[src/rtl/ddo_pkg.sv]
// ddo_pkg: types, constants and the arctangent table of the odometry step
// used by the divider, wrap and cordic cells and by the top level
// no dependencies

package ddo_pkg;

    // quotient bits of the turn divider (magnitude of (l-r)*t*K_TURN)
    localparam int DIV_BITS = 44;
    // width of the biased angle in 2^-24 degree
    localparam int PHI_W    = 42;

    localparam logic [23:0] K_TURN       = 24'd15380219;
    localparam logic [32:0] FULL_TURN    = 33'd6039797760;
    localparam logic [32:0] HALF_TURN    = 33'd3019898880;
    localparam logic [32:0] QUARTER_TURN = 33'd1509949440;
    // 256 full turns, lifts every reachable angle above zero
    localparam logic [PHI_W-1:0] PHI_BIAS = 42'd1546188226560;
    localparam int WRAP_CELLS = 9;

    localparam logic [63:0] PI_Q60 = 64'h3243F6A8885A308D;
    // degrees (2^-24) to radians Q30, scaled by 2^32
    localparam logic [63:0] DEG_TO_RAD =
        (PI_Q60 + 64'd90 * (64'd1 << 22)) / (64'd180 * (64'd1 << 22));
    localparam logic [32:0] DEG_TO_RAD_Q = DEG_TO_RAD[32:0];

    localparam logic signed [31:0] CORDIC_GAIN = 32'sh26DD3B6A;
    // ceil(2^40 / 1000), exact for dividends below 2^30
    localparam logic [30:0] RECIP_1000 = 31'd1099511628;

    typedef struct packed {
        logic [15:0]         rem;
        logic [DIV_BITS-1:0] nq;
    } div_state_t;

    typedef struct packed {
        logic               neg_turn;
        logic signed [17:0] hd;
        logic signed [27:0] dnum;
    } div_side_t;

    typedef struct packed {
        logic signed [24:0] td;
        logic signed [27:0] dnum;
    } wrap_side_t;

    typedef struct packed {
        logic signed [31:0] x;
        logic signed [31:0] y;
        logic signed [32:0] z;
    } cordic_state_t;

    typedef struct packed {
        logic               neg;
        logic signed [24:0] td;
        logic signed [27:0] dnum;
    } cordic_side_t;

    // atan(2^-i) in Q30 radians
    function automatic logic signed [32:0] atan_q30(input int i);
        logic signed [32:0] a;
        case (i)
            0:       a = 33'sd843314857;
            1:       a = 33'sd497837829;
            2:       a = 33'sd263043837;
            3:       a = 33'sd133525159;
            4:       a = 33'sd67021687;
            5:       a = 33'sd33543516;
            6:       a = 33'sd16775851;
            7:       a = 33'sd8388437;
            8:       a = 33'sd4194283;
            9:       a = 33'sd2097149;
            default: a = 33'sd1 <<< (30 - i);
        endcase
        return a;
    endfunction

endpackage

[src/rtl/ddo_cordic_cell.sv]
// ddo_cordic_cell: one rotation stage of the sine/cosine cordic
// depends on ddo_pkg

module ddo_cordic_cell #(
    parameter int IDX = 0
)
(
    input  logic                      clk,
    input  logic                      rst_n,
    input  logic                      en,
    input  logic                      in_valid,
    input  ddo_pkg::cordic_state_t    in_st,
    input  ddo_pkg::cordic_side_t     in_side,
    output logic                      out_valid,
    output ddo_pkg::cordic_state_t    out_st,
    output ddo_pkg::cordic_side_t     out_side
);

    localparam logic signed [32:0] ANGLE = ddo_pkg::atan_q30(IDX);

    logic                      valid_reg;
    ddo_pkg::cordic_state_t    st_reg;
    ddo_pkg::cordic_state_t    st_next;
    ddo_pkg::cordic_side_t     side_reg;
    logic signed [31:0]        xs;
    logic signed [31:0]        ys;

    // rotate toward zero residual angle
    always_comb
    begin
        xs = in_st.x >>> IDX;
        ys = in_st.y >>> IDX;
        if (!in_st.z[32])
        begin
            st_next.x = in_st.x - ys;
            st_next.y = in_st.y + xs;
            st_next.z = in_st.z - ANGLE;
        end
        else
        begin
            st_next.x = in_st.x + ys;
            st_next.y = in_st.y - xs;
            st_next.z = in_st.z + ANGLE;
        end
    end

    always_ff @(posedge clk or negedge rst_n)
    begin
        if (!rst_n)
        begin
            valid_reg <= 1'b0;
        end
        else if (en)
        begin
            valid_reg <= in_valid;
        end
    end

    always_ff @(posedge clk)
    begin
        if (en)
        begin
            st_reg   <= st_next;
            side_reg <= in_side;
        end
    end

    assign out_valid = valid_reg;
    assign out_st    = st_reg;
    assign out_side  = side_reg;

endmodule

[config.mk]
export PLATFORM = sky130hd
export DESIGN_NAME = ddo_cordic_cell
export DESIGN_NICKNAME = d
export VERILOG_FILES = /design/src/rtl/ddo_pkg.sv /design/src/rtl/ddo_cordic_cell.sv
export SDC_FILE = /design/constraint.sdc
export NUM_CORES = 1
export LEC_CHECK = 0
export BUFFER_PORTS_ARGS = -buffer_cell sky130_fd_sc_hd__buf_2
export CAP_MARGIN = 40
export CORE_MARGIN = 3
export CORE_UTILIZATION = 50
export DETAILED_ROUTE_END_ITERATION = 10
export PLACE_DENSITY = 0.78
export SYNTH_ARGS = -nofsm -noshare
export SYNTH_HDL_FRONTEND = slang
export SYNTH_SLANG_ARGS = --single-unit
[constraint.sdc]
create_clock -name clk -period 0.8 [get_ports clk]
set_input_delay 0.04 -clock clk [delete_from_list [all_inputs] [get_ports clk]]
set_output_delay 0.04 -clock clk [all_outputs]
set_load 0.01 [all_outputs]
==> reports/metrics.cfg, run 1 <==
[timing]
crit_endpoint=out_st[29]$_DFFE_PP_/D
endpoint_type=register input

[floorplan]
io_pins=307
die_h_um=162
die_w_um=162
fp-row-count=56
initial_core_util_pct=51.4

[global_routing]
grt_max_degree=50
grt-ovfl-total=25
grt_usage_pct=76.0

[clock_tree]
cts.sinks=151
cts_buffers=17
root_buffer=clkbuf_16
clockBufferDepth=2
htreeDepth=4

[synth]
asyncSetResetFlopFracSynth_pct=0.662
netlist_instances=1260
syn_area_per_cell_um2=9.67
yosys_most_used_dff=edfxtp_1
synth_area_leader_cell=edfxtp_1
synth_top_area_share_pct=37.0
synth_fp_nets=1544
mappedNetlistArea_um2=12200
synth_area_leaders=edfxtp_1, ha_1, a21oi_1
synth_seq_cells=151
yosysSeqAreaShare_pct=37.2
yosysMostFrequentCell=edfxtp_1
ys_types=98
ys.warnings.count=0
synth-edff-count=150
ys_top_cells_by_count=edfxtp_1, a21oi_1, ha_1

[placement]
place_hpwl_um=36800
gp_congestion=0.981
dp.cells=2288
port_buffers=306

[run_status]
stop_stage=global routing
tool.error=[ERROR GRT-0232] Routing congestion too high. Check the congestion heatmap in the GUI.
status=did not finish

## metrics by stage
stage / hold slack (ns) / utilization [%] / worst slack [ns] / instance area (um2) / TNS (ns)
after detailed placement: -0.183 / 75.7 / -1.86 / 17900 / -132.20
after CTS: 0.0191 / 89.7 / -1.22 / 21200 / -107.08
after floorplan: -0.256 / - / -1.51 / 12900 / -94.17
after global placement: -0.185 / 75.7 / -1.84 / 17900 / -128.97
## kinds of logic after synthesis
| logic type | synth area share, % |
|---|---|
| compound gates | 23.3 |
| xor+xnor | 6.11 |
| fa+ha+maj | 13.5 |
| buf+inv | 6.18 |
| flops | 37.2 |
| mux | 1.34 |
| simple gates | 12.4 |
## routing by layer
| metal | GRT usage, % | overflow |
|---|---|---|
| met2 | 91.5 | 10 |
| met4 | 75.0 | 15 |
| met3 | 63.4 | 0 |
| met5 | 32.8 | 0 |
| met1 | 74.9 | 0 |
## what timing repair did
item / CTS
endpoints found under the hold margin: 58
setup buffers: 63
gates cloned: 1
pin swaps: 189
endpoints found under the setup margin: 244
resized for setup: 339
hold buffers: 59
==> inputs of run 2 (changes only) <==
--- a/config.mk
+++ b/config.mk
@@ -8,9 +8,9 @@
 export BUFFER_PORTS_ARGS = -buffer_cell sky130_fd_sc_hd__buf_2
 export CAP_MARGIN = 40
 export CORE_MARGIN = 3
-export CORE_UTILIZATION = 50
+export CORE_UTILIZATION = 40
 export DETAILED_ROUTE_END_ITERATION = 10
-export PLACE_DENSITY = 0.78
+export PLACE_DENSITY_LB_ADDON = 0.15
 export SYNTH_ARGS = -nofsm -noshare
 export SYNTH_HDL_FRONTEND = slang
 export SYNTH_SLANG_ARGS = --single-unit
==> constraint.sdc (replaced) <==
create_clock -name clk -period 1 [get_ports clk]
set_input_delay 0.05 -clock clk [delete_from_list [all_inputs] [get_ports clk]]
set_output_delay 0.05 -clock clk [all_outputs]
set_load 0.01 [all_outputs]
==> run 2 against run 1 <==
The flow now finishes, with violations (setup timing). Area after synthesis did not move. Synthesized cell count unchanged.
==> reports/metrics.cfg, run 2 <==
[timing]
skew_ns=0
setup_viol=158
max_freq_ghz=0.462
post-route-min-period_ns=2.16
max-slew-margin-rel_pct=59.5
whs_ns=0.0157
fin_crit_sh_pct=216
setup_ws_ns=-1.16
maxSlewViolCount=0
hold_viol_final=0
rsz0062_at_grt=yes
worst_pin_slew_ns=0.608
fin_setup_tns_ns=-73.86

[final_layout]
final_cell_mix=buf_4, buf_2, edfxtp_1
drive_gt1_share_pct=56.5
fin_nets=2392
fill_cells=2145
final_common_cell=buf_4
largest_reg_flops=96
seq_area_um2=4530
area_delta_synth_final_pct=79.2
multi_input_area_um2=9060
fin_area_um2=21800

[global_routing]
grt_max_degree=38
grt_pass1_wl_um=73700
grt_usage_pct=28.5
antenna_found_initial=5
grt-ovfl-total=0
grt_pass1_vias=13300

[placement]
place_hpwl_um=36200
gp_congestion=0.941
port_buffers=306
placed_area_um2=17900
place_ws_ns=-1.69

[synth]
yosysMostFrequentCell=edfxtp_1
synth_area_leader_cell=edfxtp_1
syn_area_per_cell_um2=9.67
ys.warnings.count=0
synth-edff-count=150
yosys_most_used_dff=edfxtp_1
ys_types=98
netlist_instances=1260
synth_seq_cells=151
mappedNetlistArea_um2=12200
asyncSetResetFlopFracSynth_pct=0.662
ys_top_cells_by_count=edfxtp_1, a21oi_1, ha_1
yosysSeqAreaShare_pct=37.2
synth_fp_nets=1544
synth_top_area_share_pct=37.0
synth_area_leaders=edfxtp_1, ha_1, a21oi_1

[power]
p_total_mw=27.1
total_leakage_power_nw=9.55
powerDensity_nw_per_um2=1240
ir_drop_v=0.00137

[clock_tree]
clkTransAtPathRegs_ns=0.07
cts.sinks=151
clk_latency_ns=0.43
root_buffer=clkbuf_16
clockBufferDepth=2
htreeDepth=4
cts_buffers=17
cts_tree=yes

[routing]
ant_nets=0
totalWireLength_um=49100
drt_iter0_drc=939
first_pass_iters=5
drc_errors=0
vias=13300
routed_via_density=5.28
wl_per_cell_um=19.5

[floorplan]
die_area_um2=32600
coreArea_um2=29800
die_h_um=181
initial_core_util_pct=40.9
io_pins=307
die_w_um=181
fp-row-count=63

[worst_setup_path]
cp.required_ns=1.19
crit_fanout=3
worst_setup_path_end_kind=register
crit_type=in -> reg
start_kind=input port
crit_arrival_ns=2.35

[job]
drv_cap=0

[run_status]
status=finished, violations left
violations=setup timing

[worst_hold_path]
hp-class=in -> reg

==> run 2: cell counts after synthesis <==
Identical to the previous run, type by type.
==> run 2: worst paths after layout <==
kind | to | slack [ns] | cells after the start | from
max in group asynchronous | out_valid | 0.45 | 3 | rst_n
max | out_st[95] | -1.16 | 12 | in_st[34]
min reg2reg | out_valid | 0.50 | 1 | out_valid
min | out_st[77] | 0.02 | 2 | en
min in group asynchronous | out_valid | 0.44 | 3 | rst_n
max reg2reg | out_valid | 0.27 | 1 | out_valid
==> run 2: layout make-up <==
| class | count | area share (%) |
|---|---|---|
| Timing Repair inverter | 1 | 0.0516 |
| Clock buffer | 17 | 1.95 |
| Antenna cell | 4 | 0.0458 |
| Clock inverter | 15 | 0.825 |
| Inverter | 111 | 2.27 |
| Multi-Input combinational cell | 947 | 41.5 |
| Timing Repair Buffer | 879 | 30.4 |
| Tap cell | 390 | 2.24 |
| Sequential cell | 151 | 20.7 |
==> run 2: metal layers <==
| layer | vias up | global-route usage (%) | wire length [um] |
|---|---|---|---|
| met5 | - | 0 | 13 |
| met3 | 97 | 4.48 | 2460 |
| met1 | 6394 | 35.9 | 20400 |
| met4 | 2 | 10.5 | 1720 |
| met2 | 471 | 49.6 | 24500 |
| li1 | 6315 | - | - |
==> run 2: kinds of logic (layout without fill, tap and decap cells) <==
family | count (synthesis) | after routing | share of synthesized area, %
AOI/OAI and AO/OA | 415 | 415 | 23.3
DFF | 151 | 151 | 37.2
adders and majority gates | 129 | 129 | 13.5
and+or+nand+nor | 302 | 302 | 12.4
buffers and inverters | 162 | 1023 | 6.18
muxes | 16 | 16 | 1.34
xor gates and xnor gates | 85 | 85 | 6.11
other | 0 | 4 | 0
==> run 2: what timing repair did <==
action / CTS / global route
pin swaps: 169 / 122
setup buffers: 52 / 38
endpoints found under the setup margin: 193 / 238
resized for setup: 296 / 134
endpoints found under the hold margin: 56 / 0
hold buffers: 57 / 0
gates cloned: 3 / 0
==> run 2: where the power goes <==
group	switching [mW]	internal [mW]
Combinational	6.12	6.03
Sequential	0.293	8.09
Clock	3.21	3.37
Total	9.63	17.5
==> run 2: through the flow <==
step                      instances  utilization, %
after global routing           2515            73.3
after detailed placement       2344            60.2
after floorplan                1260               -
after CTS                      2481            70.4
after global placement         2344            60.2
final                          2515            73.3
==> run 2: worst max-delay path, stage by stage <==
cell and delay (ns):
buf_8 0.10, buf_6 0.12, buf_6 0.11, fa_2 0.39
nand4b_1 0.33, o2111ai_4 0.19, a31oi_4 0.15, o31ai_4 0.33
a21o_4 0.22, a2111oi_4 0.08, a211oi_2 0.18, xnor2_1 0.10
Power figures use the tool's default switching activity.
