### src/rtl/ddo_pkg.sv
// ddo_pkg: types, constants and the arctangent table of the odometry step
// used by the divider, wrap and cordic cells and by the top level
// no dependencies

package ddo_pkg;

    // quotient bits of the turn divider (magnitude of (l-r)*t*K_TURN)
    localparam int DIV_BITS = 44;
    // width of the biased angle in 2^-24 degree
    localparam int PHI_W    = 42;

    localparam logic [23:0] K_TURN       = 24'd15380219;
    localparam logic [32:0] FULL_TURN    = 33'd6039797760;
    localparam logic [32:0] HALF_TURN    = 33'd3019898880;
    localparam logic [32:0] QUARTER_TURN = 33'd1509949440;
    // 256 full turns, lifts every reachable angle above zero
    localparam logic [PHI_W-1:0] PHI_BIAS = 42'd1546188226560;
    localparam int WRAP_CELLS = 9;

    localparam logic [63:0] PI_Q60 = 64'h3243F6A8885A308D;
    // degrees (2^-24) to radians Q30, scaled by 2^32
    localparam logic [63:0] DEG_TO_RAD =
        (PI_Q60 + 64'd90 * (64'd1 << 22)) / (64'd180 * (64'd1 << 22));
    localparam logic [32:0] DEG_TO_RAD_Q = DEG_TO_RAD[32:0];

    localparam logic signed [31:0] CORDIC_GAIN = 32'sh26DD3B6A;
    // ceil(2^40 / 1000), exact for dividends below 2^30
    localparam logic [30:0] RECIP_1000 = 31'd1099511628;

    typedef struct packed {
        logic [15:0]         rem;
        logic [DIV_BITS-1:0] nq;
    } div_state_t;

    typedef struct packed {
        logic               neg_turn;
        logic signed [17:0] hd;
        logic signed [27:0] dnum;
    } div_side_t;

    typedef struct packed {
        logic signed [24:0] td;
        logic signed [27:0] dnum;
    } wrap_side_t;

    typedef struct packed {
        logic signed [31:0] x;
        logic signed [31:0] y;
        logic signed [32:0] z;
    } cordic_state_t;

    typedef struct packed {
        logic               neg;
        logic signed [24:0] td;
        logic signed [27:0] dnum;
    } cordic_side_t;

    // atan(2^-i) in Q30 radians
    function automatic logic signed [32:0] atan_q30(input int i);
        logic signed [32:0] a;
        case (i)
            0:       a = 33'sd843314857;
            1:       a = 33'sd497837829;
            2:       a = 33'sd263043837;
            3:       a = 33'sd133525159;
            4:       a = 33'sd67021687;
            5:       a = 33'sd33543516;
            6:       a = 33'sd16775851;
            7:       a = 33'sd8388437;
            8:       a = 33'sd4194283;
            9:       a = 33'sd2097149;
            default: a = 33'sd1 <<< (30 - i);
        endcase
        return a;
    endfunction

endpackage

### src/rtl/ddo_wrap_cell.sv
// ddo_wrap_cell: removes one power-of-two multiple of a full turn if it fits
// depends on ddo_pkg

module ddo_wrap_cell #(
    parameter int SHIFT = 0
)
(
    input  logic                        clk,
    input  logic                        rst_n,
    input  logic                        en,
    input  logic                        in_valid,
    input  logic [ddo_pkg::PHI_W-1:0]   in_phi,
    input  ddo_pkg::wrap_side_t         in_side,
    output logic                        out_valid,
    output logic [ddo_pkg::PHI_W-1:0]   out_phi,
    output ddo_pkg::wrap_side_t         out_side
);

    localparam logic [ddo_pkg::PHI_W-1:0] STEP =
        ddo_pkg::PHI_W'(ddo_pkg::FULL_TURN) << SHIFT;

    logic                        valid_reg;
    logic [ddo_pkg::PHI_W-1:0]   phi_reg;
    logic [ddo_pkg::PHI_W-1:0]   phi_next;
    ddo_pkg::wrap_side_t         side_reg;

    // conditional subtract of the turn multiple
    always_comb
    begin
        phi_next = (in_phi >= STEP) ? in_phi - STEP : in_phi;
    end

    always_ff @(posedge clk or negedge rst_n)
    begin
        if (!rst_n)
        begin
            valid_reg <= 1'b0;
        end
        else if (en)
        begin
            valid_reg <= in_valid;
        end
    end

    always_ff @(posedge clk)
    begin
        if (en)
        begin
            phi_reg  <= phi_next;
            side_reg <= in_side;
        end
    end

    assign out_valid = valid_reg;
    assign out_phi   = phi_reg;
    assign out_side  = side_reg;

endmodule

### config.mk
export PLATFORM = sky130hd
export DESIGN_NAME = ddo_wrap_cell
export DESIGN_NICKNAME = d
export VERILOG_FILES = /design/src/rtl/ddo_pkg.sv /design/src/rtl/ddo_wrap_cell.sv
export SDC_FILE = /design/constraint.sdc
export NUM_CORES = 1
export LEC_CHECK = 0
export ABC_AREA = 1
export BUFFER_PORTS_ARGS = -buffer_cell sky130_fd_sc_hd__buf_2
export CAP_MARGIN = 5
export CORE_MARGIN = 2
export CORE_UTILIZATION = 43
export CTS_BUF_LIST = sky130_fd_sc_hd__clkbuf_8 sky130_fd_sc_hd__clkbuf_16
export DETAILED_ROUTE_END_ITERATION = 10
export PLACE_DENSITY = 0.82
export SYNTH_ARGS = -nofsm -noshare
export SYNTH_HDL_FRONTEND = slang
export SYNTH_SLANG_ARGS = --single-unit
### constraint.sdc
create_clock -name clk -period 0.88 [get_ports clk]
set_input_delay 0.176 -clock clk [delete_from_list [all_inputs] [get_ports clk]]
set_output_delay 0.176 -clock clk [all_outputs]
set_load 0.02 [all_outputs]
After elaboration in Yosys (flattened, before gate mapping). Index checks and enable logic that the tools add are counted.

Add/subtract/negate cells: 1. Magnitude comparators: 1. Mux-type cells: 1.

Operators with widths (number): greater-or-equal comparator 42 x 33 -> 1 bit (second input constant) (1); 2-to-1 mux 42 bit (1); subtractor 42 x 33 -> 42 bit (second input constant) (1).

Register bits: 96. Bits of input ports: 99. Output and inout port bits: 96. Word-level logic and storage cells: 7.

Depth between registers and ports, before layout.
Word-level depth: 2. Mapped depth: 11. Gate-level depth less buffers: 11.

Worst setup path before layout. Ideal clock, no wire load.

Path type: input port to flip-flop. Start: in in_phi[27] in the netlist's numbering. End: reg phi_reg (netlist bit out_phi[41]), data pin. Library setup time: 0.254 ns. Arrival time: 1.049 ns. Data required time: 0.626 ns. Slack: -0.423 ns. Stages: 11. Path buffers: 0. Cell sequence: inv_1 > ha_1 > inv_1 > nand3_1 > nand2_1 > nand2_1 > nand2_1 > nor2_1 > nand2_1 > nand2_1 > nor2_2.

Longest elaborated chain between the ends: 2. Elaborated cells between the ends (all ways): 3. Classes of those cells: 1 x add/sub; 1 x order compare; 1 x mux.

Ends and longest elaborated chain: start, declared (RTL line ddo_wrap_cell.sv:12) `input logic [ddo_pkg::PHI_W-1:0] in_phi,`; subtractor 42 x 33 -> 42 bit / greater-or-equal comparator 42 x 33 -> 1 bit (equally long branches) (RTL line ddo_wrap_cell.sv:30) `phi_next = (in_phi >= STEP) ? in_phi - STEP : in_phi;`; 2-to-1 mux 42 bit (*) (RTL line ddo_wrap_cell.sv:30); named net phi_next (one bit) (RTL line ddo_wrap_cell.sv:24) `logic [ddo_pkg::PHI_W-1:0] phi_next;`; end signal, assigned (RTL line ddo_wrap_cell.sv:49) `phi_reg <= phi_next;`; end, declared (RTL line ddo_wrap_cell.sv:23) `logic [ddo_pkg::PHI_W-1:0] phi_reg;`.

Mark *: on every way through the listed nets, which the timed path passes. The rest lies on a longest branch. A chain may end at the register's enable or synchronous reset.

Worst setup path in the final report.
Start: reg side_reg (netlist bit out_side[21]). End: out out_side[21] in the netlist's numbering.

RTL lines: start, declared (RTL line ddo_wrap_cell.sv:25) `ddo_pkg::wrap_side_t side_reg;`; start signal, assigned (RTL line ddo_wrap_cell.sv:50) `side_reg <= in_side;`; end, declared (RTL line ddo_wrap_cell.sv:16) `output ddo_pkg::wrap_side_t out_side`.

No word-level cell between the ends.

==> metrics.md <==
| Metric | Value |
|---|---|
| Crit end category | output pin |
| CTS tree | yes |
| Worst IR Drop VDD | 883 uV |
| Die height | approximately 93 um |
| Fin Clk Skew | 0 ps |
| Final std cells w/o fill | 635 |
| Placed Instances | 529 |
| Clk root buf | clkbuf_8 |
| Final Cycle Share | 1.43 |
| Final Hold Viols | 0 |
| Setup-failing EPs final | 110 |
| Slew HR | 0.792 |
| Leakage power | 2.91 nW |
| Wirelength per Cell | 22.6 um |
| Pin count of the biggest net entering global routing | 30 |
| Async set-reset flop share out of synthesis | 0.0104 |
| Max clock buf depth | 2 |
| Synth cell types | 22 |
| Io pins | roughly 200 |
| Sequential area share after synthesis | 0.846 |
| Average size of a mapped cell | 17.0 um2 |
| Critical path, cell by cell | buf_6 |
| R2R Setup Slk | -20 ps |
| Final Critical Period | 1260 ps |
| Final WS setup | -382 ps |
| Highest Clock Rate | 792 MHz |
| Final wirelength | around 14000 um |
| Syn_nets | 300 |
| Power after layout | 11.2 mW |
| Number of max-cap violations | 0 |
| GP Congestion | 0.792 |
| Slowest CP cell | edfxtp_1 |
| DRC | 0 |
| GRT Total Usage | 0.255 |
| Initial core utilization | 0.442 |
| DR vias | 3236 |
| Nets | between 600 and 700 |
| Status | finished, violations left |
| Die W | 92.9 um |
| Buffers & Inverters on Critical Path | 1 |
| CTS Sinks | 96 |
| Worst-Margin Slew | ~310 ps |
| Share of cells above drive strength 1 | 0.585 |
| IO buf count | 194 |
| CTS Buf Count | 9 |
| Drt pass-1 iters | 4 |
| Crit-path max FO | 1 |
| Die area | 8640 um2 |
| Number of global-route vias before repair | between 3000 and 4000 |
| Initial antenna violation count | 1 |
| # rows | 32 |
| Pwr dens | 1660 nW/um2 |
| Clk Latency, worst-skew pair | 350 ps |
| Post-synth EDFFs | between 90 and 100 |
| WP data arrival | 1090 ps |
| Max-slew violations | 0 |
| Seq cells post-synth | 96 |
| Crit path largest cell delay | 520 ps |
| CP Class | flop to output pin |
| First-pass GRT wire length | around 16000 um |
| Post-synthesis cell area | 3400 um2 |
| Core box area | approximately 7700 um2 |
| H-Tree Depth | 3 |
| CP top delay family | flip-flops |
| Vias/cell | 5.10 |
| DRT iter0 DRCs | 200 |
| Synth warn | 0 |
| Crit path required time | around 700 ps |
| Routed Antenna Nets | 0 |
| Mapped Cells | 200 |
| Most used flip-flop cell after synthesis | edfxtp_1 |
| RSZ-0062 raised after global routing | yes |
| Startpoint types | flop |
| Clock-pin transition on the worst setup and hold timing paths | 120 ps |
| Hold crit path type | input pin to flop |
| Violated checks | negative setup slack |
| Area growth syn-to-layout | 98.1% |
| Overflow after GRT | 0 |
| Post-DP HPWL | 6570 um |
-- kinds of logic (layout without fill, tap and decap cells) --
| family | Yosys count | after routing | synth area share |
|---|---|---|---|
| buffers and inverters | 18 | 349 | 0.0243 |
| adder cells (fa/ha/maj) | 1 | 1 | 0.00368 |
| AO/OA/AOI/OAI | 9 | 9 | 0.0143 |
| flip-flops | 96 | 96 | 0.846 |
| AND/OR/NAND/NOR | 68 | 69 | 0.0901 |
| multiplexers | 1 | 1 | 0.00331 |
| other | 0 | 1 | 0 |
| XOR/XNOR | 7 | 7 | 0.0180 |
-- repair_timing --
action	CTS	global route
hold endpoints to repair	78	3
setup buffers	6	2
resized for setup	94	161
pin swaps	18	23
endpoints found under the setup margin	111	112
hold buffers	78	3
cloned	1	0
-- registers in the layout (all words and copies together) (netlist names) --
name	cells
out_valid	1
out_phi	42
out_side	53
-- area by class of cell --
cell class                      count  area [um2]
Tap cell                          102         128
Clock inverter                      6        68.8
Antenna cell                        1        2.50
Inverter                           16        87.6
Clock buffer                        9         124
Sequential cell                    96        2880
Fill cell                         311         950
Multi-Input combinational cell     87         677
Timing Repair Buffer              318        2770
-- metal layers --
| metal | up-vias | wire length [um] | track usage |
|---|---|---|---|
| li1 | 1367 | - | - |
| met4 | 0 | 495 | 0.110 |
| met5 | - | 0 | 0 |
| met3 | 48 | 1120 | 0.0610 |
| met1 | 1589 | 4720 | 0.259 |
| met2 | 232 | 8040 | 0.492 |
-- power by group --
part           internal, mW  switching [mW]  leakage, nW
combinational          1.27            1.20         1.87
sequential             5.46           0.220        0.941
clock                  1.32            1.69       0.0957
total                  8.04            3.11         2.91
-- cells in the final DEF (no fill, tap or decap), types with 6 or more instances in the layout --
master and instances:
buf_2 98, buf_4 34, buf_6 100, clkbuf_8 9, dlygate4sd3_1 81, edfxtp_1 95, inv_1 8, nand2_1 17
nand2_2 14, nand2_4 8, nor2_2 6, nor2_4 10, xor2_1 7
-- through the flow --
step | cell area (um2) | TNS, ps | util | hold WS [ps] | worst slack, ps
after CTS | 6170 | -19290 | 0.803 | 2.29 | -248
final | 6740 | -21800 | 0.876 | 54.0 | -382
after floorplan | 3470 | -2940 | - | -120 | -331
after global routing | 6740 | -25640 | 0.876 | 47.2 | -394
after global placement | 4830 | -12220 | 0.628 | -49.9 | -579
after detailed placement | 4830 | -13910 | 0.628 | -48.5 | -634
-- path summary, 6_finish.rpt --
| path | cells after the start | end | start |
|---|---|---|---|
| setup reg to reg | 2 | out_valid | out_valid |
| max in group asynchronous | 2 | out_valid | rst_n |
| min in group asynchronous | 2 | out_valid | rst_n |
| hold / removal | 2 | out_valid | in_valid |
| setup / recovery | 1 | out_side[21] | out_side[21] |
| hold reg to reg | 2 | out_valid | out_valid |
-- synth_stat cells, types with 2 or more instances --
master | count | share of area
nand2_2 | 2 | 0.0037
inv_1 | 14 | 0.015
xor2_1 | 7 | 0.018
a21oi_1 | 3 | 0.0044
edfxtp_1 | 95 | 0.84
nor2_1 | 16 | 0.018
nand2_1 | 36 | 0.040
nand3_1 | 5 | 0.0074
o21ai_0 | 4 | 0.0059
nand3_2 | 2 | 0.0059
nor2_2 | 4 | 0.0074
inv_2 | 2 | 0.0022
Power figures use the tool's default switching activity.
