$ cat config.mk
export PLATFORM = sky130hd
export DESIGN_NAME = ddo_div_cell
export DESIGN_NICKNAME = d
export VERILOG_FILES = /design/src/rtl/ddo_pkg.sv /design/src/rtl/ddo_div_cell.sv
export SDC_FILE = /design/constraint.sdc
export NUM_CORES = 1
export LEC_CHECK = 0
export BUFFER_PORTS_ARGS = -buffer_cell sky130_fd_sc_hd__buf_4
export CORE_UTILIZATION = 41
export DETAILED_ROUTE_END_ITERATION = 8
export GPL_ROUTABILITY_DRIVEN = 0
export HOLD_SLACK_MARGIN = 0.08
export PLACE_DENSITY_LB_ADDON = 0.08
export SETUP_SLACK_MARGIN = 0.15
export SLEW_MARGIN = 20
export SYNTH_ARGS = -nofsm -noshare
export SYNTH_HDL_FRONTEND = slang
export SYNTH_SLANG_ARGS = --single-unit
export TNS_END_PERCENT = 10
$ cat constraint.sdc
create_clock -name clk -period 0.8 [get_ports clk]
set_input_delay 0.04 -clock clk [delete_from_list [all_inputs] [get_ports clk]]
set_output_delay 0.04 -clock clk [all_outputs]
set_load 0.03 [all_outputs]
$ cat src/rtl/ddo_pkg.sv
// ddo_pkg: types, constants and the arctangent table of the odometry step
// used by the divider, wrap and cordic cells and by the top level
// no dependencies

package ddo_pkg;

    // quotient bits of the turn divider (magnitude of (l-r)*t*K_TURN)
    localparam int DIV_BITS = 44;
    // width of the biased angle in 2^-24 degree
    localparam int PHI_W    = 42;

    localparam logic [23:0] K_TURN       = 24'd15380219;
    localparam logic [32:0] FULL_TURN    = 33'd6039797760;
    localparam logic [32:0] HALF_TURN    = 33'd3019898880;
    localparam logic [32:0] QUARTER_TURN = 33'd1509949440;
    // 256 full turns, lifts every reachable angle above zero
    localparam logic [PHI_W-1:0] PHI_BIAS = 42'd1546188226560;
    localparam int WRAP_CELLS = 9;

    localparam logic [63:0] PI_Q60 = 64'h3243F6A8885A308D;
    // degrees (2^-24) to radians Q30, scaled by 2^32
    localparam logic [63:0] DEG_TO_RAD =
        (PI_Q60 + 64'd90 * (64'd1 << 22)) / (64'd180 * (64'd1 << 22));
    localparam logic [32:0] DEG_TO_RAD_Q = DEG_TO_RAD[32:0];

    localparam logic signed [31:0] CORDIC_GAIN = 32'sh26DD3B6A;
    // ceil(2^40 / 1000), exact for dividends below 2^30
    localparam logic [30:0] RECIP_1000 = 31'd1099511628;

    typedef struct packed {
        logic [15:0]         rem;
        logic [DIV_BITS-1:0] nq;
    } div_state_t;

    typedef struct packed {
        logic               neg_turn;
        logic signed [17:0] hd;
        logic signed [27:0] dnum;
    } div_side_t;

    typedef struct packed {
        logic signed [24:0] td;
        logic signed [27:0] dnum;
    } wrap_side_t;

    typedef struct packed {
        logic signed [31:0] x;
        logic signed [31:0] y;
        logic signed [32:0] z;
    } cordic_state_t;

    typedef struct packed {
        logic               neg;
        logic signed [24:0] td;
        logic signed [27:0] dnum;
    } cordic_side_t;

    // atan(2^-i) in Q30 radians
    function automatic logic signed [32:0] atan_q30(input int i);
        logic signed [32:0] a;
        case (i)
            0:       a = 33'sd843314857;
            1:       a = 33'sd497837829;
            2:       a = 33'sd263043837;
            3:       a = 33'sd133525159;
            4:       a = 33'sd67021687;
            5:       a = 33'sd33543516;
            6:       a = 33'sd16775851;
            7:       a = 33'sd8388437;
            8:       a = 33'sd4194283;
            9:       a = 33'sd2097149;
            default: a = 33'sd1 <<< (30 - i);
        endcase
        return a;
    endfunction

endpackage

$ cat src/rtl/ddo_div_cell.sv
// ddo_div_cell: one restoring step of the turn divider, one quotient bit
// depends on ddo_pkg

module ddo_div_cell
(
    input  logic                   clk,
    input  logic                   rst_n,
    input  logic                   en,
    input  logic [15:0]            divisor,
    input  logic                   in_valid,
    input  ddo_pkg::div_state_t    in_st,
    input  ddo_pkg::div_side_t     in_side,
    output logic                   out_valid,
    output ddo_pkg::div_state_t    out_st,
    output ddo_pkg::div_side_t     out_side
);

    logic                valid_reg;
    ddo_pkg::div_state_t st_reg;
    ddo_pkg::div_state_t st_next;
    ddo_pkg::div_side_t  side_reg;
    logic [16:0]         trial;
    logic                ge;

    // shift in the next dividend bit and try the subtraction
    always_comb
    begin
        trial        = {in_st.rem, in_st.nq[ddo_pkg::DIV_BITS-1]};
        ge           = trial >= {1'b0, divisor};
        st_next.rem  = ge ? 16'(trial - {1'b0, divisor}) : trial[15:0];
        st_next.nq   = {in_st.nq[ddo_pkg::DIV_BITS-2:0], ge};
    end

    always_ff @(posedge clk or negedge rst_n)
    begin
        if (!rst_n)
        begin
            valid_reg <= 1'b0;
        end
        else if (en)
        begin
            valid_reg <= in_valid;
        end
    end

    always_ff @(posedge clk)
    begin
        if (en)
        begin
            st_reg   <= st_next;
            side_reg <= in_side;
        end
    end

    assign out_valid = valid_reg;
    assign out_st    = st_reg;
    assign out_side  = side_reg;

endmodule

=== Yosys cells after proc, flatten, opt, wreduce, memory -nomap -nowiden ===
Index checks and enable logic that the tools add are counted.

* Magnitude comparators: 1
* Multiplexer cells: 1
* Add/subtract/negate cells: 1

{| class="wikitable"
|+ Operators by type and width
! operator !! count
|-
| greater-or-equal comparator 17 x 16 -> 1 bit || 1
|-
| 2-to-1 mux 16 bit || 1
|-
| subtractor 16 bit || 1
|}

* Input port bits: 127
* Bits in registers: 108
* Word-level logic and storage cells: 9
* Output and inout bits: 108

=== Logic depth before layout (Yosys ltp) ===
Gate-level depths: netlist (run 1).

* Depth in word-level cells: 2
* Mapped depth: 11
* Gate-level depth less buffers: 9

=== Worst setup path before layout (run 1) ===
No wires, ideal clock.

* Path type: input-to-reg
* From: input divisor[14]
* To: register st_reg, in the netlist out_st[49], data pin
* Path slack: -1.439 ns
* Arrival: 1.979 ns
* Path buffers: 2
* Cell stages on the path: 11
* Library setup time: 0.260 ns
* Required time: 0.540 ns
* Cell sequence: inv_1 > ha_1 > buf_6 > a21o_1 > a211o_1 > a41o_1 > a31oi_4 > o21a_4 > inv_4 > buf_12 > mux2_4

{| class="wikitable"
|+ RTL lines
! element !! RTL line !! source
|-
| start: declaration || ddo_div_cell.sv:9 || <nowiki>input logic [15:0] divisor,</nowiki>
|-
| end signal: assignment || ddo_div_cell.sv:50 || <nowiki>st_reg <= st_next;</nowiki>
|-
| end: declaration || ddo_div_cell.sv:19 || <nowiki>ddo_pkg::div_state_t st_reg;</nowiki>
|}

==> summary.md, run 1 <==
| Metric | Value |
|---|---|
| Outcome | complete, but fails checks |
| Failing checks | negative hold slack, negative setup slack |
| Leak | between 3 and 4 nW |
| Slowest-stage cell, CP | mux2_4 |
| Detailed Place HPWL | 8.57 mm |
| Initial antenna violation count | 0 |
| H-tree depth | 3 |
| Ys async rst share | 0.00926 |
| CTS Sinks | 108 |
| Crit Path Class | in -> reg |
| Residual DRC | 0 |
| Relative slew slack | 0.730 |
| Simple-gate area share of the yosys netlist | 0.0397 |
| Post-Synth Adder-Cell Area | 0.0499 |
| Setup ws final | -0.882 ns |
| DR vias | just under 4000 |
| Finished Layout Cells | around 800 |
| Longest Clk Path Bufs | 2 |
| Main synth FF type | edfxtp_1 |
| Die H | between 100 and 150 um |
| Yosys warning total | 0 |
| Die width | between 100 and 150 um |
| Max-slew violation count | 0 |
| Critical path fanouts, max | 7 |
| CTS buffer count | 9 |
| Post-route ant nets | 0 |
| Complex-gate fraction of the synthesized area | 0.0740 |
| Total power | around 0.015 W |
| CP cell instances | buf_8 -> ha_4 -> a21o_1 -> a211o_1 -> a41o_1 -> a31oi_4 -> o21a_4 -> inv_8 -> mux2_4 |
| EDFF count, synth | ~110 |
| DRT Wirelength | about 15 mm |
| Synth cell types | 44 |
| Worst-path clk slew | 0.10 ns |
| Hold Buf Count CTS | 92 |
| Total grt overflow | 0 |
| RSZ-0062 raised after global routing | true |
| Layout cell share with drive strength beyond 1 | 0.546 |
| Syn nets | 409 |
| Register area | ~3200 um^2 |
| Largest family of logic cells by synthesized area | compound AO/OA/AOI/OAI gates |
| Measured slew at the worst slew-check pin | approximately 0.4 ns |
| Cell area after layout | roughly 8700 um^2 |
| Worst-Skew Late Latency | 0.38 ns |
| Routed WL per cell | 18.7 um |
| Die area | 11200 um^2 |
| Synth Instances | 265 |
| Largest net degree at the start of global routing | 42 |
| Rows | 37 |
| Final Setup Violations | around 130 |
| Skew final | 0 ns |
| Req. time, crit path | approximately 0.93 ns |
| TritonRoute pass-1 iters | 4 |
| Cell area after synthesis | 4410 um^2 |
| DRT iter0 DRCs | just under 200 |
| Final min period | approximately 1.7 ns |
| Hold WS | -0.110 ns |
| # IOs | about 240 |
| Maximum VDD drop | roughly 950 uV |
| Mux cell area share after synthesis | 0.0468 |
| CORE AREA | around 10000 um^2 |
| Seq cells post-synth | about 110 |
| Gr usage total | 0.263 |
| Fillers | approximately 530 |
| Number of instances in the placed design | 683 |
| Period utilisation layout | 2.10 |
| Type of origin of the critical path | input port |
| Worst path arrival time | roughly 1.8 ns |
| Area taken by multi-input logic gates | between 1000 and 1500 um^2 |
| Setup crit end kind | flip-flop |
| Pwr dens | 1750 nW/um^2 |
| Setup slack at placement | -1.50 ns |
| Hold Path Class | in -> reg |
| NumNets Final | approximately 800 |
| N_diodes | 0 |
| Buffers on Ports | approximately 230 |
| Initial Utilization | 0.426 |
| Vias in the first global route | around 4000 |
| Max Clk Rate | between 0.5 and 0.6 GHz |
| Mean area per synthesized cell | 16.7 um^2 |
| Max cap viols | 0 |
| Slowest stage delay, CP | 0.29 ns |
| Synth Area in XOR/XNOR | 0.0238 |
| Routed vias/inst | just under 5 |
| CTS tree | done |
| Hold Vio Cnt, Final | 11 |
| P&R area growth vs syn | 96.0% |
| Seq/Total Area, Yosys | 0.734 |
| Root Driver | clkbuf_8 |
| First-pass GRT wire length | roughly 22 mm |
| Post-DP Area | approximately 6800 um^2 |
[placed cells by master (no fill, tap or decap), types with 3 or more instances in the layout]
master,instances
a21o_1,3
a21oi_1,10
buf_12,4
buf_4,172
buf_6,120
clkbuf_8,9
clkinv_4,3
dlygate4sd3_1,92
edfxtp_1,107
ha_2,3
ha_4,11
inv_1,19
inv_2,4
inv_8,3
mux2_2,4
mux2_4,9
mux2i_1,3
nand2_1,12
nand4_1,3
nor2_1,9
o21ai_0,7
xnor2_1,8
xor2_1,4
[state kept, by name, indices dropped and copies added, names as in the netlist]
signal / cells
out_valid: 1
out_st: 60
out_side: 47
[synthesized netlist by cell type (all sizes together) (3+ instances only)]
| cell type | count | area share |
|---|---|---|
| nand2 | 13 | 0.011 |
| mux2 | 13 | 0.040 |
| mux2i | 3 | 0.0068 |
| nand4 | 3 | 0.0043 |
| nand3 | 3 | 0.0034 |
| clkbuf | 4 | 0.0034 |
| a31oi | 4 | 0.0091 |
| nor2 | 9 | 0.0077 |
| inv | 25 | 0.022 |
| a21o | 3 | 0.0051 |
| ha | 16 | 0.045 |
| o21ai | 9 | 0.010 |
| o21bai | 4 | 0.0068 |
| xnor2 | 8 | 0.016 |
| xor2 | 4 | 0.0079 |
| a21oi | 10 | 0.011 |
| edfxtp | 107 | 0.73 |
[worst max-delay path, delay by kind of cell]
kind	cells	cell delay (ns)
AOI/OAI and AO/OA	5	1.08
adders and majority gates	1	0.23
buffers and inverters	2	0.17
muxes	1	0.29
[path summary, 6_finish.rpt]
| kind | startpoint | to | slack [ns] | cells past startpoint |
|---|---|---|---|---|
| worst min-delay path | in_valid | out_valid | -0.11 | 2 |
| min in group asynchronous | rst_n | out_valid | 0.48 | 3 |
| worst max-delay path | in_st[57] | out_st[51] | -0.88 | 9 |
| worst min register to register | out_valid | out_valid | 0.56 | 1 |
| worst max register to register | out_valid | out_valid | 0.03 | 1 |
| max in group asynchronous | rst_n | out_valid | 0.22 | 3 |
[kinds of logic (layout without fill, tap and decap cells)]
kind of cell,after synthesis,count (layout)
compound gates,45,45
xor+xnor,12,12
fa+ha+maj,17,17
buf+inv,31,431
flops,108,108
mux,16,16
simple gates,36,36
[report_power, final]
group | switching [W] | internal (W) | total, W | leakage (nW)
clock | 0.00205 | 0.00120 | 0.00325 | 0.0905
combinational | 0.00227 | 0.00254 | 0.00481 | 2.61
sequential | 0.000269 | 0.00683 | 0.00710 | 1.06
[metrics by stage]
stage               setup TNS (ns)   util
floorplan                   -19.80      -
global placement            -22.63  0.653
detailed placement          -23.61  0.653
CTS                         -34.07  0.823
global route                -38.43  0.834
finish                      -33.89  0.834
[routing by layer]
layer / vias to the layer above / share of wire / GRT usage
met3: 26 / 0.064 / 0.0711
li1: 1788 / - / -
met5: - / 0 / 0
met1: 1875 / 0.37 / 0.289
met2: 160 / 0.55 / 0.493
met4: 0 / 0.023 / 0.0774
[repair_timing]
item,4_1_cts,5_1_grt
resized for setup,151,16
pin swaps,11,4
setup endpoints to repair,126,126
cloned,1,0
setup buffers,6,3
hold endpoints to repair,117,13
[area by class of cell]
| cell class | instances | share of cell area |
|---|---|---|
| Multi-Input combinational cell | 126 | 0.149 |
| Sequential cell | 108 | 0.374 |
| Clock inverter | 6 | 0.00651 |
| Tap cell | 136 | 0.0197 |
| Clock buffer | 10 | 0.0147 |
| Timing Repair Buffer | 389 | 0.423 |
| Inverter | 25 | 0.0123 |
| Timing Repair inverter | 1 | 0.00101 |
Power figures use the tool's default switching activity.
==> run 2: changes to the inputs <==
--- a/config.mk
+++ b/config.mk
@@ -5,6 +5,7 @@
 export SDC_FILE = /design/constraint.sdc
 export NUM_CORES = 1
 export LEC_CHECK = 0
+export ABC_AREA = 1
 export BUFFER_PORTS_ARGS = -buffer_cell sky130_fd_sc_hd__buf_4
 export CORE_UTILIZATION = 41
 export DETAILED_ROUTE_END_ITERATION = 8
==> run 2 against run 1 <==
- the run still ends with negative hold slack, negative setup slack left
- maximum frequency grew 38%
- non-clock buffer count decreased by 9
- synthesized cell count increased by 43%
- wire length increased by 8.2%
- combinational power increased by 5.8%
- register-to-register slack worse by 0.02 ns
- largest cell class unchanged
- clock-buffer cell count fell by 1
- sequential power hardly changed
==> summary.md, run 2 <==
| Metric | Value |
|---|---|
| Outcome | complete, but fails checks (unchanged) |
| Failing checks | negative hold slack, negative setup slack (unchanged) |
| Simple-gate area share of the yosys netlist | 0.164 (was 0.0397) |
| Hold Path Class | in -> reg (unchanged) |
| Mean area per synthesized cell | 12.2 um^2 (was 16.7 um^2) |
| Period utilisation layout | 1.53 (was 2.10) |
| Vias in the first global route | 4360 (was 3977) |
| EDFF count, synth | 107 (unchanged) |
| CTS buffer count | 9 (unchanged) |
| Total grt overflow | 0 (unchanged) |
| Type of origin of the critical path | input port (unchanged) |
| Synth top cells by count | nand2_1 (110), edfxtp_1 (107), inv_1 (58) (was edfxtp_1 (107), inv_1 (24), ha_1 (16)) |
| Top cells by area, synth | edfxtp_1 (70%), nand2_1 (9.0%), inv_1 (4.7%) (was edfxtp_1 (73%), ha_1 (4.5%), mux2_4 (2.7%)) |
| CTS Sinks | 108 (unchanged) |
| Hold_sp | in_valid (unchanged) |
| Longest Clk Path Bufs | 2 (unchanged) |
| Residual DRC | 0 (unchanged) |
| Syn nets | 522 (was 409) |
| Worst path arrival time | 1.34 ns (was 1.81 ns) |
| RSZ-0062 raised after global routing | true (unchanged) |
| Setup ws final | -0.421 ns (was -0.882 ns) |
| Gr usage total | 0.276 (was 0.263) |
| # IOs | 235 (unchanged) |
| Skew final | 0 ns (unchanged) |
| Layout cell share with drive strength beyond 1 | 0.547 (was 0.546) |
| P&R area growth vs syn | 96.0% (about the same) |
| NumNets Final | 910 (was 804) |
| Final min period | 1.22 ns (was 1.68 ns) |
| Largest area contributor in the netlist | edfxtp_1 (unchanged) |
| Maximum VDD drop | 1050 uV (was 955 uV) |
| CP cell instances | buf_4 -> ha_4 -> nand2_4 -> inv_2 -> nand2_2 -> nand2_2 -> inv_2 -> nand3_2 -> nand2_2 -> nand2_4 -> buf_8 -> nand3_4 -> nand2_2 (was buf_8 -> ha_4 -> a21o_1 -> a211o_1 -> a41o_1 -> a31oi_4 -> o21a_4 -> inv_8 -> mux2_4) |
| Most common cell after layout, fill and taps aside | buf_4 (unchanged) |
| Crit Path Class | in -> reg (unchanged) |
| Worst-Skew Late Latency | 0.36 ns (was 0.38 ns) |
| Detailed Place HPWL | 9.93 mm (was 8.57 mm) |
| Bufs and invs on worst path | 4 (was 2) |
| First-pass GRT wire length | 23.4 mm (was 21.8 mm) |
| CP dominant cell by count | nand2_2 |
| Mux cell area share after synthesis | 0.00245 (was 0.0468) |
| Max Clk Rate | 0.819 GHz (was 0.595 GHz) |
| Count leader, synth | nand2_1 (was edfxtp_1) |
| Routed vias/inst | 4.72 (was 4.81) |
| Req. time, crit path | 0.92 ns (was 0.93 ns) |
| Die area | 11700 um^2 (was 11200 um^2) |
| DR vias | 4299 (was 3849) |
| Final Setup Violations | 125 (unchanged) |
| Relative slew slack | 0.834 (was 0.730) |
| Max cap viols | 0 (unchanged) |
| N_diodes | 0 (unchanged) |
| Initial antenna violation count | 0 (unchanged) |
| Die width | 108 um (was 106 um) |
| Leak | 4.06 nW (was 3.76 nW) |
| Hold Buf Count CTS | 94 (was 92) |
| Main synth FF type | edfxtp_1 (unchanged) |
| Top-area cell type share of the netlist area | 0.698 (was 0.728) |
| Die H | 108 um (was 106 um) |
| Seq/Total Area, Yosys | 0.703 (was 0.734) |
| Max reg flops | 60 (unchanged) |
| Worst-path clk slew | 0.11 ns (was 0.10 ns) |
| Rows | 38 (was 37) |
| Slowest-stage cell, CP | ha_4 (was mux2_4) |
| Worst Setup SP | in_st[50] (was in_st[57]) |
| Post-route ant nets | 0 (unchanged) |
| Largest net degree at the start of global routing | 45 (was 42) |
| Setup crit end kind | flip-flop (unchanged) |
| Slowest stage delay, CP | 0.27 ns (was 0.29 ns) |
| Hold WS | -0.0862 ns (was -0.110 ns) |
| Buffers on Ports | 234 (unchanged) |
| Top Family by Delay on Critical Path | simple AND/OR/NAND/NOR gates (was compound AO/OA/AOI/OAI gates) |
| DRT iter0 DRCs | 192 (was 195) |
| Post-Synth Adder-Cell Area | 0.0478 (was 0.0499) |
| Complex-gate fraction of the synthesized area | 0.0136 (was 0.0740) |
| H-tree depth | 3 (unchanged) |
| TritonRoute pass-1 iters | 5 (was 4) |
| Initial Utilization | 0.423 (was 0.426) |
| Worst R2R Start | out_valid (unchanged) |
| Ys async rst share | 0.00926 (unchanged) |
| Routed WL per cell | 17.8 um (was 18.7 um) |
| Seq cells post-synth | 108 (unchanged) |
| Final design utilization | 0.829 (was 0.834) |
| Synth cell types | 26 (was 44) |
| Yosys warning total | 0 (unchanged) |
| Fillers | 608 (was 529) |
| CORE AREA | 10900 um^2 (was 10400 um^2) |
| Commonest non-fill, non-tap cells in the layout | buf_4 (163), buf_6 (119), edfxtp_1 (107) (was buf_4 (172), buf_6 (120), edfxtp_1 (107)) |
| DRT Wirelength | 16.2 mm (was 15.0 mm) |
| Synth Area in XOR/XNOR | 0.0114 (was 0.0238) |
| Hold Vio Cnt, Final | 11 (unchanged) |
| Area taken by multi-input logic gates | 1590 um^2 (was 1290 um^2) |
| Critical path fanouts, max | 6 (was 7) |
| Pwr dens | 1720 nW/um^2 (was 1750 nW/um^2) |
| Max-slew violation count | 0 (unchanged) |
| Root Driver | clkbuf_8 (unchanged) |
| Synth Instances | 378 (was 265) |
| CTS tree | done (unchanged) |
| Measured slew at the worst slew-check pin | 0.249 ns (was 0.401 ns) |
| Largest family of logic cells by synthesized area | simple AND/OR/NAND/NOR gates (was compound AO/OA/AOI/OAI gates) |
| Register area | 3240 um^2 (unchanged) |
| Cell area after synthesis | 4600 um^2 (was 4410 um^2) |
==> run 2: cell types whose count changed in the layout (fill, tap and decap cells not counted), sizes merged, moves of 10 or more <==
cell,change
buf,-11
inv,+33
mux2,-12
nand2,+109
nand3,+16
nor2,+10
==> run 2: kinds of logic (layout without fill, tap and decap cells) <==
family          count (synthesis)  after routing
compound gates                 12             12
xor+xnor                        6              6
fa+ha+maj                      17             17
buf+inv                        63            456
flops                         108            108
mux                             1              1
simple gates                  171            171
==> run 2: power by group <==
| group | switching (W) | internal (W) | total (W) |
|---|---|---|---|
| logic | 0.00259 | 0.00250 | 0.00509 |
| clock network | 0.00191 | 0.00144 | 0.00335 |
| registers | 0.000272 | 0.00682 | 0.00709 |
| total | 0.00477 | 0.0108 | 0.0155 |
==> run 2: layer usage <==
metal / global-route usage / share of wire / wire length [um] / up-vias
met1: 0.321 / 0.37 / 6070 / 2056
met5: 0 / 0 / 0 / -
li1: - / - / - / 2029
met2: 0.499 / 0.54 / 8750 / 178
met3: 0.0494 / 0.059 / 947 / 36
met4: 0.114 / 0.026 / 422 / 0
==> run 2: area by class of cell <==
class	instances	share of cell area
Clock buffer	9	0.0137
Clock inverter	7	0.00735
Inverter	60	0.0277
Multi-Input combinational cell	207	0.176
Sequential cell	108	0.359
Timing Repair Buffer	380	0.397
Tap cell	140	0.0194
==> run 2: stage by stage <==
step	cells	power (W)	setup WS [ns]	cell area, um^2	setup TNS, ns
6_report	911	0.0155	-0.421	9020	-24.60
5_1_grt	911	0.0161	-0.451	9020	-29.16
3_5_place_dp	793	0.0110	-0.833	7060	-18.27
3_3_place_gp	793	0.0109	-0.829	7060	-17.75
2_1_floorplan	378	0.00911	-0.589	4820	-9.36
4_1_cts	909	0.0153	-0.354	8860	-24.57
==> run 2: timing repair <==
item / 4_1_cts / 5_1_grt
cloned: 1 / 0
gates resized for setup: 168 / 47
setup buffers: 5 / 2
hold endpoints to repair: 111 / 17
endpoints found under the setup margin: 126 / 126
pin swaps: 34 / 31
==> run 2: path summary, 6_finish.rpt <==
kind	to	slack, ns	cells after the start
min in group asynchronous	out_valid	0.52	3
min reg2reg	out_valid	0.58	1
max	out_st[54]	-0.42	13
max in group asynchronous	out_valid	0.17	3
min	out_valid	-0.09	2
max reg2reg	out_valid	0.01	1
